[src/sv/rbwfc_pkg.sv]
// shared types and codes for the rx buffer watermark flow control block
package rbwfc_pkg;

    localparam int TAG_W = 16;

    typedef enum logic [1:0] {
        OP_ARRIVE   = 2'd0,
        OP_POP_APP  = 2'd1,
        OP_POP_LINK = 2'd2
    } op_t;

    typedef enum logic [1:0] {
        KIND_DATA   = 2'd0,
        KIND_PAUSE  = 2'd1,
        KIND_RESUME = 2'd2
    } kind_t;

    localparam logic DEST_APP  = 1'b0;
    localparam logic DEST_LINK = 1'b1;

    // where the result tag and kind come from
    typedef enum logic [1:0] {
        SRC_OWN  = 2'd0,
        SRC_DATA = 2'd1,
        SRC_FB   = 2'd2
    } src_t;

    typedef struct packed {
        src_t              src;
        logic              dest;
        logic [1:0]        kind;
        logic [TAG_W-1:0]  tag;
        logic              generated;
        logic              dropped;
    } res_t;

    localparam logic [8:0] BUFFER_SIZE_RST = 9'd256;

endpackage

[src/sv/rbwfc_out.sv]
// result stage: merges ram read data, then holds the result for the master side
module rbwfc_out #(
    parameter int TW = 16
) (
    input  logic                         clk,
    input  logic                         rst_n,
    input  logic                         load,
    input  logic                         res_valid,
    input  rbwfc_pkg::res_t              res,
    input  logic [TW-1:0]                data_rdata,
    input  logic [TW+1:0]                fb_rdata,
    output logic                         in_ready,
    output logic                         m_tvalid,
    input  logic                         m_tready,
    output logic [rbwfc_pkg::TAG_W-1:0]  m_tdata,
    output logic [4:0]                   m_tuser
);

    logic                         a_valid_reg, a_valid_next;
    rbwfc_pkg::res_t              a_res_reg;
    logic                         out_valid_reg, out_valid_next;
    logic [rbwfc_pkg::TAG_W-1:0]  out_tag_reg;
    logic [4:0]                   out_user_reg;
    logic                         advance;
    logic [rbwfc_pkg::TAG_W-1:0]  sel_tag;
    logic [1:0]                   sel_kind;

    assign advance  = !out_valid_reg || m_tready;
    assign in_ready = !a_valid_reg || advance;

    always_comb
    begin
        a_valid_next = a_valid_reg;
        if (in_ready)
        begin
            a_valid_next = load && res_valid;
        end
        out_valid_next = out_valid_reg;
        if (advance)
        begin
            out_valid_next = a_valid_reg;
        end
    end

    // ram data is valid from the cycle after the read until the next read
    always_comb
    begin
        case (a_res_reg.src)
            rbwfc_pkg::SRC_DATA:
            begin
                sel_tag  = rbwfc_pkg::TAG_W'(data_rdata);
                sel_kind = a_res_reg.kind;
            end
            rbwfc_pkg::SRC_FB:
            begin
                sel_tag  = rbwfc_pkg::TAG_W'(fb_rdata[TW-1:0]);
                sel_kind = fb_rdata[TW+1:TW];
            end
            default:
            begin
                sel_tag  = a_res_reg.tag;
                sel_kind = a_res_reg.kind;
            end
        endcase
    end

    always_ff @(posedge clk or negedge rst_n)
    begin
        if (!rst_n)
        begin
            a_valid_reg   <= 1'b0;
            out_valid_reg <= 1'b0;
        end
        else
        begin
            a_valid_reg   <= a_valid_next;
            out_valid_reg <= out_valid_next;
        end
    end

    always_ff @(posedge clk)
    begin
        if (in_ready)
        begin
            a_res_reg <= res;
        end
        if (advance)
        begin
            out_tag_reg  <= sel_tag;
            out_user_reg <= {a_res_reg.dropped, a_res_reg.generated, sel_kind, a_res_reg.dest};
        end
    end

    assign m_tvalid = out_valid_reg;
    assign m_tdata  = out_tag_reg;
    assign m_tuser  = out_user_reg;

endmodule

[config.mk]
export PLATFORM = sky130hd
export DESIGN_NAME = rbwfc_out
export DESIGN_NICKNAME = d
export VERILOG_FILES = /design/src/sv/rbwfc_pkg.sv /design/src/sv/rbwfc_out.sv
export SDC_FILE = /design/constraint.sdc
export NUM_CORES = 1
export LEC_CHECK = 0
export BUFFER_PORTS_ARGS = -buffer_cell sky130_fd_sc_hd__buf_2
export CORE_MARGIN = 10
export CORE_UTILIZATION = 49
export CTS_BUF_LIST = sky130_fd_sc_hd__clkbuf_16
export CTS_CLUSTER_DIAMETER = 30
export CTS_CLUSTER_SIZE = 20
export DETAILED_ROUTE_END_ITERATION = 10
export PLACE_DENSITY = 0.87
export SLEW_MARGIN = 0
export SYNTH_ARGS = -nofsm -noshare
export SYNTH_HDL_FRONTEND = slang
export SYNTH_SLANG_ARGS = --single-unit
export TNS_END_PERCENT = 10
[constraint.sdc]
create_clock -name clk -period 3.7 [get_ports clk]
set_clock_uncertainty 0.2 [all_clocks]
set_input_delay 0.74 -clock clk [delete_from_list [all_inputs] [get_ports clk]]
set_output_delay 0.74 -clock clk [all_outputs]
set_load 0.03 [all_outputs]
# --- After elaboration in Yosys (flattened, before gate mapping) ---
# Cells that the tools add are included.
word_totals:
  out_inout_bits: 23
  inputBits: 62
  regBits: 46
  mem_count: 0
  latch_bits: 0
  mem_bits_rw: 0
  wordCells: 19
  mem_bits_ro: 0
classes:
  n_mul: 0
  reduce_logical: 5
  n_shift: 0
  muxes: 2
  n_lt_le_gt_ge: 0
  n_eq_ne: 2
  add_sub_neg: 0
  bitwise: 0
  n_div: 0
op_table:
  columns: ["op", "count"]
  rows:
  - ["16-bit one-hot mux with 2 select lines", 1]
  - ["2-bit by 1-bit == test with 1-bit output, second input constant", 1]
  - ["2-bit == test, second input constant", 1]
  - ["1-bit zero test", 2]
  - ["1-bit logical OR", 2]
  - ["2-bit 2-to-1 mux", 1]
  - ["1-bit logical AND", 1]

# --- Logic depth before layout (Yosys ltp) ---
depth:
  word_depth: 3
  depth_mapped: 6
  depth_no_buf: 4

# --- Worst setup path after synthesis ---
# No wires, ideal clock.
synth_path:
  kind: "input -> output"
  from: "input port m_tready"
  to: "output port in_ready"
  setup_slack_ns: 1.275
  t_required_ns: 2.760
  cell_stages: 2
  arrival_time_ns: 1.485
  path_buffers: 0
  path_cell_list: "nor2b_1 nand2_1"
synth_between:
  elab_chain_cells: 2
synth_lines:
  columns: ["element", "line", "rtl"]
  rows:
  - ["start, declared", "rbwfc_out.sv:14", "input logic m_tready,"]
  - ["1-bit logical OR", "rbwfc_out.sv:28", "assign advance = !out_valid_reg || m_tready;"]
  - ["1-bit logical OR", "rbwfc_out.sv:29", "assign in_ready = !a_valid_reg || advance;"]
  - ["end, declared", "rbwfc_out.sv:12", "output logic in_ready,"]
# No other way between the ends.

# --- Worst setup path in the final report ---
# Same ends and word-level chain as after synthesis.

==> impl_results.md <==
* Max-Slew Margin vs Limit at between 40 and 50%
* Max Cap Viol at 0
* Largest area contributor in the netlist: edfxtp_1
* Die W at 81.25 um
* First-pass GRT wire length at 5858 um
* Hold Fails Final Rpt at 0
* Final-layout fill cell count at around 280
* Routed WL at 3769 um
* Sequential area share after synthesis at 74.61%
* ANT cells at 0
* Multi-input logic area at 382.9 um^2
* Setup TNS at 0 ns
* Post-CTS setup buffers at 0
* H-tree lvl count at 2
* Post-route setup slack at around 1.5 ns
* Initial antenna violation count at 0
* Met2 WL at between 1500 and 2000 um
* Metal3 WL at around 450 um
* Commonest cells in the netlist: edfxtp_1 (44), nand2_1 (17), a22oi_2 (10), o21ai_1 (10)
* Min Tclk post-route at about 2.2 ns
* CTS tree: built
* Syn_area_per_cell at 16.41 um^2
* Worst-margin pin slew at 0.8354 ns
* RSZ-0062 raised after global routing: no
* Post-Syn Nets at ~180
* Vias in the first global route at between 1,000 and 1,500
* Core Region at 0.003633 mm^2
* Starting Density at 50.59%
* Post-layout util at between 60% and 70%
* Worst hold path type: in2async
* Synth Warn # at 0
* Nets at 261
* Initial DRC Count at 52
* Final antenna-violating net count at 0
* I/O pin count at 85
* Max layer used: met4
* Final Max Tran Viols at 0
* EDFF count, synth at 44
* Total track usage at a little under an eighth
* Seq cells post-synth at between 40 and 50
* Top FF cell, synth: edfxtp_1
* Full die area at approximately 0.0066 mm^2
* Clock Tree Buf Depth at 2
* Top cells by area, synth: edfxtp_1 (72%), a22oi_2 (6.8%), nand2_1 (3.5%), dfrtp_1 (2.7%), o21ai_1 (2.7%)
* Post-Place Cells at about 240
* Tightest hold margin at 0.03570 ns
* Register Area at approximately 0.0014 mm^2
* Drc violations at 0
* IO Port Bufs at 84
* Number of flip-flops in the largest register at 23
* Worst Path Max Fanout at 3
* DR pass1 iterations at 4
* Post-cts sizing count at 0
* Layout cell share with drive strength beyond 1 at between 50 and 60%
* Die Height at ~80 um
* Worst Path Required at about 2.8 ns
* Largest net degree at the start of global routing at 33
* Clock Pin Slew Worst Setup and Hold Paths at roughly 0.050 ns
* PD cells at ~560 mW/mm^2
* Met1 wire length at about 1300 um
* Post-route insts no fill at 246
* DR vias at around 1,200
* Most numerous cell in the Yosys netlist: edfxtp_1
* Cell leakage power at around 1.0 nW
* Buffer type at the clock tree root: clkbuf_16
* Mapped Area at 0.001838 mm^2
* Gp weighted congestion at about 0.75
* Final Cycle Share at 60.21%
* Area added between synthesis and finish at 31.45%
* Status: finished clean
* Place WS at approximately 1.4 ns
* Post-synth ARST share at under 10%
* Vias/cell at between 4 and 5
* Area share of the largest cell type after synthesis at a little under three quarters
* GRT overflow at 0
* Row count at 22
* # hold bufs at CTS at 0
* Crit start category: input pin
* Sink Count at 46
* Fmax at approximately 450 MHz
* Avg WL per Cell at between 15 and 20 um
* Crit end category: output port
* TritonCTS Buffers at 5
* Data arrival time of the worst path at approximately 1.3 ns
* Post-synth cell types at 17
* Reg2reg setup slack at 1.68 ns
* Maximum vdd drop at between 0.3 and 0.4 mV
* Setup violators final at 0
* Critical path class: in2out
* Clk_lat worst skew at about 0.28 ns
* Cell count after synthesis at roughly 110
stage by stage:
stage / instance area, um^2 / total power, mW
final: 2416 / 1.350
after global routing: 2416 / 1.403
after CTS: 2416 / 1.364
after detailed placement: 2253 / 0.8886
after global placement: 2253 / 0.8827
after floorplan: 1838 / 0.8134
critical path: stages:
cell     delay (ns)
buf_2          0.10
nor2b_1        0.16
nand2_1        0.10
buf_2          0.19
per-layer routing:
layer	GRT usage, %	vias up
li1	-	596
met1	11.00	518
met2	21.58	56
met3	4.857	8
met4	5.363	0
met5	0	-
cell usage in the layout (no fill, tap or decap):
| cell type | count |
|---|---|
| buf_4 | 1 |
| nand2_1 | 17 |
| o21ai_0 | 6 |
| o21ai_1 | 10 |
| bufinv_16 | 1 |
| buf_2 | 84 |
| nand2b_1 | 1 |
| dfrtp_1 | 2 |
| a22oi_1 | 6 |
| inv_1 | 5 |
| nor2b_1 | 1 |
| ha_1 | 2 |
| edfxtp_1 | 44 |
| a22o_1 | 1 |
| a22oi_2 | 10 |
| mux2_2 | 2 |
| clkbuf_16 | 5 |
kinds of logic (layout without fill, tap and decap cells):
group	count (synthesis)	in the layout	share of synthesized area, %
fa+ha+maj	2	2	1.361
flops	46	46	74.61
simple gates	19	19	4.153
compound gates	33	33	14.09
buf+inv	10	96	4.560
mux	2	2	1.225
layout make-up:
cell class | count | share of cell area, %
Clock buffer | 5 | 5.179
Sequential cell | 46 | 56.76
Timing Repair Buffer | 85 | 17.71
Inverter | 3 | 0.4661
Tap cell | 48 | 2.486
Clock inverter | 3 | 1.554
Multi-Input combinational cell | 56 | 15.85
worst paths after layout:
path                          startpoint           to  depth (start not counted)
max                             m_tready     in_ready                          4
min                                rst_n  a_valid_reg                          1
max reg2reg                a_res_reg[21]   m_tuser[2]                          3
min reg2reg                 a_res_reg[0]   m_tuser[4]                          0
max in group asynchronous          rst_n     m_tvalid                          1
min in group clk            a_res_reg[0]   m_tuser[4]                          0
where the power goes:
part,total [mW],internal (mW),switching [mW]
logic,0.222,0.0734,0.149
registers,0.652,0.639,0.0134
clock network,0.475,0.313,0.162
total,1.35,1.03,0.324
Power figures use the tool's default switching activity.
