`config.mk`:
```
export PLATFORM = sky130hd
export DESIGN_NAME = rbwfc_ctrl
export DESIGN_NICKNAME = d
export VERILOG_FILES = /design/src/sv/rbwfc_pkg.sv /design/src/sv/rbwfc_ctrl.sv
export SDC_FILE = /design/constraint.sdc
export NUM_CORES = 1
export LEC_CHECK = 0
export BUFFER_PORTS_ARGS = -buffer_cell sky130_fd_sc_hd__buf_2
export CAP_MARGIN = 20
export CORE_MARGIN = 2
export CORE_UTILIZATION = 48
export CTS_CLUSTER_SIZE = 10
export DETAILED_ROUTE_END_ITERATION = 8
export HOLD_SLACK_MARGIN = 0.03
export PLACE_DENSITY = 0.78
export SLEW_MARGIN = 15
export SYNTH_ARGS = -nofsm -noshare
export SYNTH_HDL_FRONTEND = slang
export SYNTH_SLANG_ARGS = --single-unit
```
`constraint.sdc`:
```
create_clock -name clk -period 3.45 [get_ports clk]
set_input_delay 0.1725 -clock clk [delete_from_list [all_inputs] [get_ports clk]]
set_output_delay 0.1725 -clock clk [all_outputs]
set_load 0.01 [all_outputs]
```
`src/sv/rbwfc_pkg.sv`:
```
// shared types and codes for the rx buffer watermark flow control block
package rbwfc_pkg;

    localparam int TAG_W = 16;

    typedef enum logic [1:0] {
        OP_ARRIVE   = 2'd0,
        OP_POP_APP  = 2'd1,
        OP_POP_LINK = 2'd2
    } op_t;

    typedef enum logic [1:0] {
        KIND_DATA   = 2'd0,
        KIND_PAUSE  = 2'd1,
        KIND_RESUME = 2'd2
    } kind_t;

    localparam logic DEST_APP  = 1'b0;
    localparam logic DEST_LINK = 1'b1;

    // where the result tag and kind come from
    typedef enum logic [1:0] {
        SRC_OWN  = 2'd0,
        SRC_DATA = 2'd1,
        SRC_FB   = 2'd2
    } src_t;

    typedef struct packed {
        src_t              src;
        logic              dest;
        logic [1:0]        kind;
        logic [TAG_W-1:0]  tag;
        logic              generated;
        logic              dropped;
    } res_t;

    localparam logic [8:0] BUFFER_SIZE_RST = 9'd256;

endpackage

```
`src/sv/rbwfc_ctrl.sv`:
```
// queue pointers, occupancy, watermark decision and buffer_size register
module rbwfc_ctrl #(
    parameter int DATA_DEPTH = 256,
    parameter int FB_DEPTH   = 16,
    parameter int TW         = 16,
    localparam int DAW = $clog2(DATA_DEPTH),
    localparam int FAW = $clog2(FB_DEPTH)
) (
    input  logic                 clk,
    input  logic                 rst_n,
    input  logic                 cfg_wr_en,
    input  logic [8:0]           cfg_wr_data,
    input  logic                 accept,
    input  rbwfc_pkg::op_t       op,
    input  logic [1:0]           kind,
    input  logic [TW-1:0]        tag,
    output logic                 res_valid,
    output rbwfc_pkg::res_t      res,
    output logic                 data_we,
    output logic [DAW-1:0]       data_waddr,
    output logic [TW-1:0]        data_wdata,
    output logic                 data_re,
    output logic [DAW-1:0]       data_raddr,
    output logic                 fb_we,
    output logic [FAW-1:0]       fb_waddr,
    output logic [TW+1:0]        fb_wdata,
    output logic                 fb_re,
    output logic [FAW-1:0]       fb_raddr
);

    localparam int CW   = $clog2(DATA_DEPTH + 1);
    localparam int FCW  = $clog2(FB_DEPTH + 1);
    localparam int CAPW = (CW > 9) ? CW : 9;
    localparam int MW   = CAPW + 3;
    localparam int SW   = CW + 1;
    localparam int FSW  = FCW + 1;

    logic [8:0]     buffer_size_reg;
    logic [DAW-1:0] data_head_reg, data_head_next;
    logic [CW-1:0]  data_count_reg, data_count_next;
    logic [FAW-1:0] fb_head_reg, fb_head_next;
    logic [FCW-1:0] fb_count_reg, fb_count_next;
    logic           pause_reg, pause_next;

    logic [CAPW-1:0] cap;
    logic [CAPW-1:0] bs_ext;
    logic [CAPW-1:0] count_ext;
    logic [MW-1:0]   five_cnt, four_cnt, four_cap;
    logic            is_fb;
    logic [SW-1:0]   data_tail_sum;
    logic [SW-1:0]   data_tail;
    logic [FSW-1:0]  fb_tail_sum;
    logic [FSW-1:0]  fb_tail;
    logic [rbwfc_pkg::TAG_W-1:0] tag_ext;

    always_ff @(posedge clk or negedge rst_n)
    begin
        if (!rst_n)
        begin
            buffer_size_reg <= rbwfc_pkg::BUFFER_SIZE_RST;
            data_head_reg   <= '0;
            data_count_reg  <= '0;
            fb_head_reg     <= '0;
            fb_count_reg    <= '0;
            pause_reg       <= 1'b0;
        end
        else
        begin
            if (cfg_wr_en)
            begin
                buffer_size_reg <= cfg_wr_data;
            end
            data_head_reg  <= data_head_next;
            data_count_reg <= data_count_next;
            fb_head_reg    <= fb_head_next;
            fb_count_reg   <= fb_count_next;
            pause_reg      <= pause_next;
        end
    end

    // capacity in use saturates at the physical depth
    assign bs_ext    = CAPW'(buffer_size_reg);
    assign cap       = (bs_ext > CAPW'(DATA_DEPTH)) ? CAPW'(DATA_DEPTH) : bs_ext;
    assign count_ext = CAPW'(data_count_reg);
    assign five_cnt  = (MW'(count_ext) << 2) + MW'(count_ext);
    assign four_cnt  = MW'(count_ext) << 2;
    assign four_cap  = MW'(cap) << 2;
    assign is_fb     = (kind == rbwfc_pkg::KIND_PAUSE) || (kind == rbwfc_pkg::KIND_RESUME);
    assign tag_ext   = rbwfc_pkg::TAG_W'(tag);

    assign data_tail_sum = SW'(data_head_reg) + SW'(data_count_reg);
    assign data_tail     = (data_tail_sum >= SW'(DATA_DEPTH))
                           ? data_tail_sum - SW'(DATA_DEPTH) : data_tail_sum;
    assign fb_tail_sum   = FSW'(fb_head_reg) + FSW'(fb_count_reg);
    assign fb_tail       = (fb_tail_sum >= FSW'(FB_DEPTH))
                           ? fb_tail_sum - FSW'(FB_DEPTH) : fb_tail_sum;

    assign data_waddr = data_tail[DAW-1:0];
    assign data_wdata = tag;
    assign data_raddr = data_head_reg;
    assign fb_waddr   = fb_tail[FAW-1:0];
    assign fb_wdata   = {kind, tag};
    assign fb_raddr   = fb_head_reg;

    always_comb
    begin
        data_head_next  = data_head_reg;
        data_count_next = data_count_reg;
        fb_head_next    = fb_head_reg;
        fb_count_next   = fb_count_reg;
        pause_next      = pause_reg;
        data_we         = 1'b0;
        data_re         = 1'b0;
        fb_we           = 1'b0;
        fb_re           = 1'b0;
        res_valid       = 1'b0;
        res.src         = rbwfc_pkg::SRC_OWN;
        res.dest        = rbwfc_pkg::DEST_APP;
        res.kind        = rbwfc_pkg::KIND_DATA;
        res.tag         = '0;
        res.generated   = 1'b0;
        res.dropped     = 1'b0;
        if (accept)
        begin
            case (op)
                rbwfc_pkg::OP_POP_APP:
                begin
                    if (data_count_reg != '0)
                    begin
                        res_valid       = 1'b1;
                        res.src         = rbwfc_pkg::SRC_DATA;
                        data_re         = 1'b1;
                        data_head_next  = (data_head_reg == DAW'(DATA_DEPTH - 1))
                                          ? '0 : data_head_reg + DAW'(1);
                        data_count_next = data_count_reg - CW'(1);
                    end
                end
                rbwfc_pkg::OP_POP_LINK:
                begin
                    if (fb_count_reg != '0)
                    begin
                        res_valid     = 1'b1;
                        res.src       = rbwfc_pkg::SRC_FB;
                        res.dest      = rbwfc_pkg::DEST_LINK;
                        fb_re         = 1'b1;
                        fb_head_next  = (fb_head_reg == FAW'(FB_DEPTH - 1))
                                        ? '0 : fb_head_reg + FAW'(1);
                        fb_count_next = fb_count_reg - FCW'(1);
                    end
                end
                rbwfc_pkg::OP_ARRIVE:
                begin
                    if (count_ext >= cap)
                    begin
                        res_valid   = 1'b1;
                        res.dest    = is_fb ? rbwfc_pkg::DEST_LINK : rbwfc_pkg::DEST_APP;
                        res.kind    = is_fb ? kind : rbwfc_pkg::KIND_DATA;
                        res.tag     = tag_ext;
                        res.dropped = 1'b1;
                    end
                    else if (is_fb)
                    begin
                        if (fb_count_reg >= FCW'(FB_DEPTH))
                        begin
                            res_valid   = 1'b1;
                            res.dest    = rbwfc_pkg::DEST_LINK;
                            res.kind    = kind;
                            res.tag     = tag_ext;
                            res.dropped = 1'b1;
                        end
                        else
                        begin
                            fb_we         = 1'b1;
                            fb_count_next = fb_count_reg + FCW'(1);
                        end
                    end
                    else
                    begin
                        // hysteresis: pause at 80 percent, resume below 25 percent
                        if ((five_cnt >= four_cap) && !pause_reg)
                        begin
                            res_valid     = 1'b1;
                            res.dest      = rbwfc_pkg::DEST_LINK;
                            res.kind      = rbwfc_pkg::KIND_PAUSE;
                            res.generated = 1'b1;
                            pause_next    = 1'b1;
                        end
                        else if ((four_cnt < MW'(cap)) && pause_reg)
                        begin
                            res_valid     = 1'b1;
                            res.dest      = rbwfc_pkg::DEST_LINK;
                            res.kind      = rbwfc_pkg::KIND_RESUME;
                            res.generated = 1'b1;
                            pause_next    = 1'b0;
                        end
                        data_we         = 1'b1;
                        data_count_next = data_count_reg + CW'(1);
                    end
                end
                default:
                begin
                    res_valid = 1'b0;
                end
            endcase
        end
    end

endmodule

```
# == Yosys cells after proc, flatten, opt, wreduce, memory -nomap -nowiden ==
# Index checks and enable logic that the tools add are counted.
# word_totals
out_inout_bits,86
ff_bits,36
in_bits,33
# op_classes
add_sub_neg,11
n_eq_ne,12
n_reduce_logical,15
n_bitwise,2
n_mux,56
n_lt_le_gt_ge,7
# ops
cell,n
$mux W19,2
$mux W9,4
$mux W1,29
$mux W23,1
$mux W20,1
$mux W5,4
$pmux W9 S2,1
$mux W16,1
$mux W8,2
$add A11 B9 Y12,1
$ge A12 B11 Y1,1
$mux W3,4
$ne A2 B2 Y1 const B,6
$lt A11 B9 Y1,1
$add A8 B9 Y10,1
$ge A10 B9 Y1 const B,1
$pmux W5 S2,1
$reduce_and A5 Y1,2
$add A9 B1 Y9 const B,1
$ge A9 B9 Y1,1
$gt A9 B9 Y1 const B,1
$reduce_bool A9 Y1,1
$sub A9 B1 Y9 const B,1
$add A8 B1 Y8 const B,1
26 further kinds,34

# == Longest topological paths before layout ==
# Gate-level depths: netlist of the first run.
# logic_depth
word_depth,10
depth_mapped,16

# == Least setup slack after synthesis of the first run ==
# OpenSTA, ideal clock, no wires.
# synth_timing
path_kind,register to output
start,reg data_count_reg[0] (netlist: count_ext[0])
end,out res_valid
t_arrival_ps,3160
slack_ps,117
required_ps,3277
stages_incl_launch_ff,16
n_path_buf,0
cell_sequence,dfrtp_1 > ha_1 > inv_1 > fa_1 > nor2b_1 > o21ai_0 > a21boi_0 > o21ai_0 > a211o_1 > ha_1 > a2111oi_0 > o21ai_0 > a21oi_1 > o22ai_1 > a21oi_1 > o211ai_1
# synth_via
elab_chain_len,8
# synth_rtl
element,line_no,source
"start, declared",rbwfc_ctrl.sv:40,"logic [CW-1:0] data_count_reg, data_count_next;"
"start signal, assigned",rbwfc_ctrl.sv:74,data_count_reg <= data_count_next;
$add A11 B9 Y12 / $lt A11 B9 Y1 (equally long branches),"rbwfc_ctrl.sv:85, rbwfc_ctrl.sv:188",
$ge A12 B11 Y1 / $logic_and A1 B1 Y1 (equally long branches),"rbwfc_ctrl.sv:180, rbwfc_ctrl.sv:188",
$logic_and A1 B1 Y1 / $mux W1 (equally long branches),"rbwfc_ctrl.sv:180, rbwfc_ctrl.sv:188",
$mux W1,rbwfc_ctrl.sv:180,if ((five_cnt >= four_cap) && !pause_reg)
$mux W1,rbwfc_ctrl.sv:161,else if (is_fb)
$mux W1,rbwfc_ctrl.sv:153,if (count_ext >= cap)
$pmux W1 S3 *,rbwfc_ctrl.sv:125,case (op)
$mux W1 *,rbwfc_ctrl.sv:123,if (accept)
"end, declared",rbwfc_ctrl.sv:17,"output logic res_valid,"
# Every way passes the cells marked *; elsewhere a longest branch is shown, timed or not.

# == Worst setup path after layout of the first run ==
# layout_timing
start,reg data_count_reg[2] (netlist: count_ext[2])
end,out res_valid
# Same word-level chain as after synthesis.

==> qor.yml, run 1 <==
status: "finished, violations left"
violations: "setup timing"
synth.most_common_cell: "ha_1"
fin_skew_ns: 0.004857
hold_viol: 0
muxShareOfSynthArea_pct: 4.857
vias: 3569
routed_wl_um: 9665
start_kind: "register"
tns_ns: -0.2453
max_freq_ghz: 0.2822
hold_start: "cfg_wr_data[8]"
p_per_area_mw_per_mm2: 1020
synth-edff-count: 0
cts_tree: "built"
die_h_um: 95.20
synthTopCellsByArea: "dfrtp_1 (22%), ha_1 (19%), buf_4 (6.6%)"
overflow: 0
grt_first_pass_wirelength_um: 15470
syn_inst: 451
grt_start_max_net_pins: 37
syn_avg_cell_area_um2: 8.853
clk_pin_slew_ns: 0.08
syn_nets: 549
pre_cts_ws_ns: -0.3855
synth_cell_types: 54
io_buffer_count: 118
rsz0062_at_grt: "yes"
critical_path_arrival_ns: 3.37
min_period_ns: 3.543
crit_path_max_fanout: 3
area_growth_pct: 21.25
routabilityCongestion: 0.9042
grt_pass1_vias: 3317
cp-startpoint: "count_ext[2]"
slew_viol_final: 0
num_rows: 33
syn-cell-area_mm2: 0.003993
dp_cells: 650
critPathKind: "register to output port"
cts-root-buf: "clkbuf_8"
ys_warn_count: 0
vias_per_cell: 5.367
cts_max_path_buffers: 2
cts_made_buffers: 5
yosys.area_share.simple_pct: 15.64
wl_per_cell_um: 14.53
min_period_over_period_pct: 102.7
cts.sink_count: 36
insertion_delay_ns: 0.29
tightest_slew_ns: 0.8760
required_ns: 3.28
die-area_mm2: 0.009063
reg2reg_from: "count_ext[2]"
drt_iter0_drc: 138
nets: 657
core_area_mm2: 0.008134
cts.htree.levels: 2
ys_seq_area_share_pct: 22.59
instances_no_fill: 665
dr.pass1.iters: 4
hold_path_class: "primary input to register"
dpl.hpwl_um: 7551
synth_commonest_cells: "ha_1 (60), buf_4 (35), dfrtp_1 (35)"
cap_violations: 0
synth-seq-cells: 36
synth_fa_ha_area_share_pct: 21.31
grt_usage_pct: 21.18
ir_drop_mv: 0.5691
detail-route-antenna-nets: 0
die_w_um: 95.20
n_antenna_cell: 0
yosysTopAreaCellShare_pct: 21.94
start_util_pct: 49.08
route.detailed.drc: 0
boundaryPins: 119
synth_flop_cell: "dfrtp_1"
max_slew_margin_pct: 41.60
yosysTopAreaCell: "dfrtp_1"
setup_viol: 4
critPathCaptureType: "output port"
power_leakage_uw: 0.002403
timing.final.ws_setup_ns: -0.09299
synthXorXnorAreaFrac_pct: 6.800
synth_compound_area_share_pct: 18.83
grt_antenna_before_repair: 0
synth_top_family_by_area: "adder cells"
synthArstFlopShare_pct: 100.0
drive_gt1_share_pct: 35.00
-- kinds of logic after synthesis --
| logic type | Yosys count |
|---|---|
| AND/OR/NAND/NOR | 120 |
| AO/OA/AOI/OAI | 111 |
| buffers and inverters | 71 |
| adder cells (fa/ha/maj) | 65 |
| flip-flops | 36 |
| XOR/XNOR | 31 |
| multiplexers | 17 |
-- per-stage QoR --
step / power [uW] / util (%) / hold slack (ns) / area, um^2
finish: 4939 / 59.51 / 0.09774 / 4841
global placement: 3923 / 56.02 / 0.3224 / 4557
detailed placement: 4042 / 56.02 / 0.3409 / 4557
floorplan: 3084 / - / -0.1231 / 3993
global route: 5402 / 59.51 / 0.09819 / 4841
CTS: 4717 / 58.84 / 0.09642 / 4786
-- power breakdown --
group	leakage, uW	total [uW]	internal, uW	switching, uW
combinational	0.00191	3790	1820	1970
clock	0.0000552	381	215	166
sequential	0.000434	767	568	199
-- worst max-delay path, stage by stage, from the launching register on --
cell	delay, ns
dfrtp_1	0.42
ha_4	0.16
inv_2	0.04
fa_2	0.39
nor2b_4	0.14
o21ai_2	0.08
a21boi_2	0.19
o21ai_2	0.09
nand2b_1	0.11
xor2_1	0.16
ha_2	0.30
o21ai_2	0.11
nand2b_1	0.09
a21oi_2	0.18
o22ai_2	0.14
a21oi_2	0.21
o211ai_1	0.10
buf_2	0.15
-- layout by cell type (no fill, tap or decap), types with 3 or more instances in the layout --
cell and instances:
a2111oi_4 3, a211oi_1 4, a21o_1 9, a21oi_1 25, a21oi_2 4, a31oi_1 6
and2_1 18, buf_2 118, buf_4 22, clkbuf_8 5, dfrtp_1 35, fa_1 4
ha_1 55, ha_4 3, inv_1 28, mux2_2 15, nand2_1 29, nand2b_1 6
nand3_1 11, nand4_1 4, nor2_1 20, nor2b_1 9, nor3_1 7, o211ai_1 8
o21a_1 5, o21ai_0 21, o21ai_1 3, o21ai_2 5, o22ai_2 3, o31ai_1 3
xnor2_1 25, xor2_1 6
-- layer usage --
| metal | share of wire (%) | up-vias | wire length, um | global-route usage, % |
|---|---|---|---|---|
| li1 | - | 1786 | - | - |
| met1 | 45 | 1684 | 4369 | 28.45 |
| met2 | 49 | 93 | 4784 | 36.91 |
| met3 | 4.5 | 6 | 433 | 2.925 |
| met4 | 0.80 | 0 | 77 | 3.019 |
| met5 | 0 | - | 0 | 0 |
-- what timing repair did --
action	4_1_cts	5_1_grt
resized for setup	20	11
cloned	0	0
setup buffers	4	2
setup endpoints to repair	5	4
hold buffers	1	0
endpoints found under the hold margin	35	0
pin swaps	11	15
-- final timing paths --
check / cells after the start / endpoint / slack [ns]
min reg2reg: 1 / bs_ext[6] / 0.51
max reg2reg: 15 / pause_reg / 0.48
min in group asynchronous: 2 / data_raddr[4] / 0.53
max: 17 / res_valid / -0.09
max in group asynchronous: 2 / fb_count_reg[4] / 2.37
min: 3 / bs_ext[8] / 0.1
-- cell type report --
class	instances	area (um^2)
multi-input cells	344	2810
flip-flops and latches	36	902.1
clock inverters	2	35.03
inverters	30	112.6
fillers	702	3293
repair buffers	142	777.0
clock buffers	6	72.57
well taps	105	131.4
(Power assumes the default switching activity.)
==> run 2: changes to the inputs <==
- ABC_AREA: default -> 1
==> qor.yml, run 2 <==
reg2reg_from: "bs_ext[4]"  # was count_ext[2]
die_h_um: 94.82  # was 95.20 um
min_period_ns: 3.298  # was 3.543 ns
syn-cell-area_mm2: 0.003959  # was 0.003993 mm^2
postLayoutCoreUtil_pct: 57.28  # was 59.51%
layout_commonest_cell: "buf_2"  # unchanged
cts_tree: "built"  # unchanged
syn_avg_cell_area_um2: 7.717  # was 8.853 um^2
dpl_cell_area_mm2: 0.004394  # was 0.004557 mm^2
insertion_delay_ns: 0.30  # was 0.29 ns
power_leakage_uw: 0.002577  # was 0.002403 uW
r2r-end: "count_ext[1]"  # was pause_reg
cts_made_buffers: 5  # unchanged
grt_start_max_net_pins: 37  # unchanged
grt_pass1_vias: 3299  # was 3,317
required_ns: 3.28  # about the same
p_per_area_mw_per_mm2: 884.7  # was 1020 mW/mm^2
boundaryPins: 119  # unchanged
tightest_slew_ns: 0.8700  # was 0.8760 ns
dr.pass1.iters: 4  # unchanged
crit_path_max_fanout: 5  # was 3
fin_skew_ns: 0.01057  # was 0.004857 ns
nets: 705  # was 657
die_w_um: 94.82  # was 95.20 um
vias_per_cell: 5.038  # was 5.367
max_freq_ghz: 0.3032  # was 0.2822 GHz
die-area_mm2: 0.008990  # was 0.009063 mm^2
detail-route-antenna-nets: 0  # unchanged
critPathKind: "register to output port"  # unchanged
drt_iter0_drc: 146  # was 138
syn_nets: 611  # was 549
n_antenna_cell: 0  # unchanged
synth-edff-count: 0  # unchanged
yosysTopAreaCellShare_pct: 22.12  # was 21.94%
grt_antenna_before_repair: 0  # unchanged
min_period_over_period_pct: 95.60  # was 102.7%
critical_path_arrival_ns: 3.13  # was 3.37 ns
p_total_uw: 4101  # was 4939 uW
hold_start: "cfg_wr_data[0]"  # was cfg_wr_data[8]
synth_commonest_cells: "nand2_1 (81), inv_1 (76), ha_1 (60)"  # was ha_1 (60), buf_4 (35), dfrtp_1 (35)
drive_gt1_share_pct: 28.78  # was 35.00%
wl_per_cell_um: 13.69  # was 14.53 um
synth-seq-cells: 36  # unchanged
cts_max_path_buffers: 2  # unchanged
synth.most_common_cell: "nand2_1"  # was ha_1
io_buffer_count: 118  # unchanged
status: "finished clean"  # was finished, violations left
reg2reg_depth: 14  # was 15
pre_cts_ws_ns: 0.2403  # was -0.3855 ns
hold_path_class: "primary input to register"  # unchanged
num_rows: 33  # unchanged
syn_inst: 513  # was 451
vias: 3592  # was 3,569
max_slew_margin_pct: 42.00  # was 41.60%
ys_seq_area_share_pct: 22.79  # was 22.59%
critPathCaptureType: "output port"  # unchanged
cap_violations: 0  # unchanged
cts-root-buf: "clkbuf_8"  # unchanged
hold_viol: 0  # unchanged
synth_flop_cell: "dfrtp_1"  # unchanged
clk_pin_slew_ns: 0.08  # about the same
final_cell_area_mm2: 0.004636  # was 0.004841 mm^2
area_growth_pct: 17.10  # was 21.25%
synthTopCellsByArea: "dfrtp_1 (22%), ha_1 (19%), nand2_1 (7.7%)"  # was dfrtp_1 (22%), ha_1 (19%), buf_4 (6.6%)
core_area_mm2: 0.008093  # was 0.008134 mm^2
routabilityCongestion: 0.8795  # was 0.9042
whs_endpoint: "bs_ext[0]"  # was bs_ext[8]
cts.htree.levels: 2  # unchanged
yosysTopAreaCell: "dfrtp_1"  # unchanged
grt_first_pass_wirelength_um: 15150  # was 15,470 um
start_kind: "register"  # unchanged
overflow: 0  # unchanged
holdPathStages: 3  # unchanged
whs_ns: 0.09688  # was 0.09774 ns
dpl.hpwl_um: 7665  # was 7551 um
layout_common_cells: "buf_2 (118), nand2_1 (77), inv_1 (76), ha_1 (57), nor2_1 (42)"  # was buf_2 (118), ha_1 (55), dfrtp_1 (35), nand2_1 (29), inv_1 (28)
synth_cell_types: 45  # was 54
cts.sink_count: 36  # unchanged
synthArstFlopShare_pct: 100.0  # unchanged
r2r_slack_ns: 0.68  # was 0.48 ns
timing.final.ws_setup_ns: 0.1519  # was -0.09299 ns
ir_drop_mv: 0.4184  # was 0.5691 mV
setup_viol: 0  # was 4
routed_wl_um: 9761  # was 9665 um
ys_warn_count: 0  # unchanged
grt_usage_pct: 21.29  # was 21.18%
slew_viol_final: 0  # unchanged
route.detailed.drc: 0  # unchanged
start_util_pct: 48.92  # was 49.08%
[run 2: cell types whose count changed after synthesis, sizes merged, moves of 12 or more]
cell	change
a21oi	+12
nand2	+55
nor2	+25
inv	+48
and2	-18
xor2	+14
[run 2: area by class of cell]
class / instances / area [um^2]
Clock inverter: 1 / 7.507
Sequential cell: 36 / 907.1
Inverter: 78 / 292.8
Fill cell: 753 / 3457
Timing Repair Buffer: 128 / 668.1
Tap cell: 105 / 131.4
Multi-Input combinational cell: 358 / 2542
Clock buffer: 7 / 86.33
[run 2: through the flow]
| step | instances | TNS [ns] |
|---|---|---|
| 6_report | 713 | 0 |
| 3_5_place_dp | 698 | 0 |
| 3_3_place_gp | 698 | 0 |
| 2_1_floorplan | 513 | 0 |
| 5_1_grt | 713 | -0.03718 |
| 4_1_cts | 707 | 0 |
[run 2: metal layers]
metal | vias up | routed length, um | track usage [%]
met5 | - | 0 | 0
met4 | 0 | 173 | 6.522
met3 | 15 | 340 | 2.634
met2 | 67 | 4963 | 37.29
met1 | 1674 | 4285 | 27.33
li1 | 1836 | - | -
[run 2: kinds of logic (layout without fill, tap and decap cells)]
kind of cell             after synthesis  count (layout)  synth area share [%]
AO/OA/AOI/OAI                         85              85                 12.26
flip-flops                            36              36                 22.79
AND/OR/NAND/NOR                      167             167                 18.81
adder cells (fa/ha/maj)               65              65                 21.49
multiplexers                           6               6                 1.707
buffers and inverters                119             214                 15.20
XOR/XNOR                              35              35                 7.744
[run 2: power by group]
group	leakage [uW]	total, uW	internal, uW	switching (uW)
Sequential	0.000430	809	568	241
Clock	0.0000445	334	163	171
Combinational	0.00210	2960	1280	1680
[run 2: critical path: stages, from the launching register on]
cell	delay [ns]
dfrtp_2	0.43
buf_4	0.17
ha_4	0.27
a21oi_2	0.17
nand2_2	0.10
a21oi_2	0.15
xor2_1	0.09
ha_1	0.30
nand2_1	0.08
o21a_1	0.18
nand2_1	0.06
nand2_1	0.05
nand2_1	0.05
nand2_1	0.05
nand2_2	0.07
nand3_2	0.08
nand2_2	0.09
nand3_1	0.08
a21oi_2	0.17
buf_2	0.15
[run 2: worst max path at each step]
stage,start,end,slack (ns),depth (start not counted)
global route,count_ext[2],res[20],-0.04,19
detailed placement,count_ext[0],res[20],0.24,20
global placement,count_ext[2],res[20],0.29,20
floorplan,count_ext[2],res[20],0.61,19
CTS,count_ext[2],res[20],0.01,20
finish,count_ext[2],res[20],0.15,19
[run 2: what timing repair did]
action | CTS | global route
pin swaps | 0 | 9
resized for setup | 3 | 19
buffers inserted | 0 | 6
endpoints found under the setup margin | 2 | 4
hold buffers | 1 | 0
hold endpoints to repair | 25 | 0
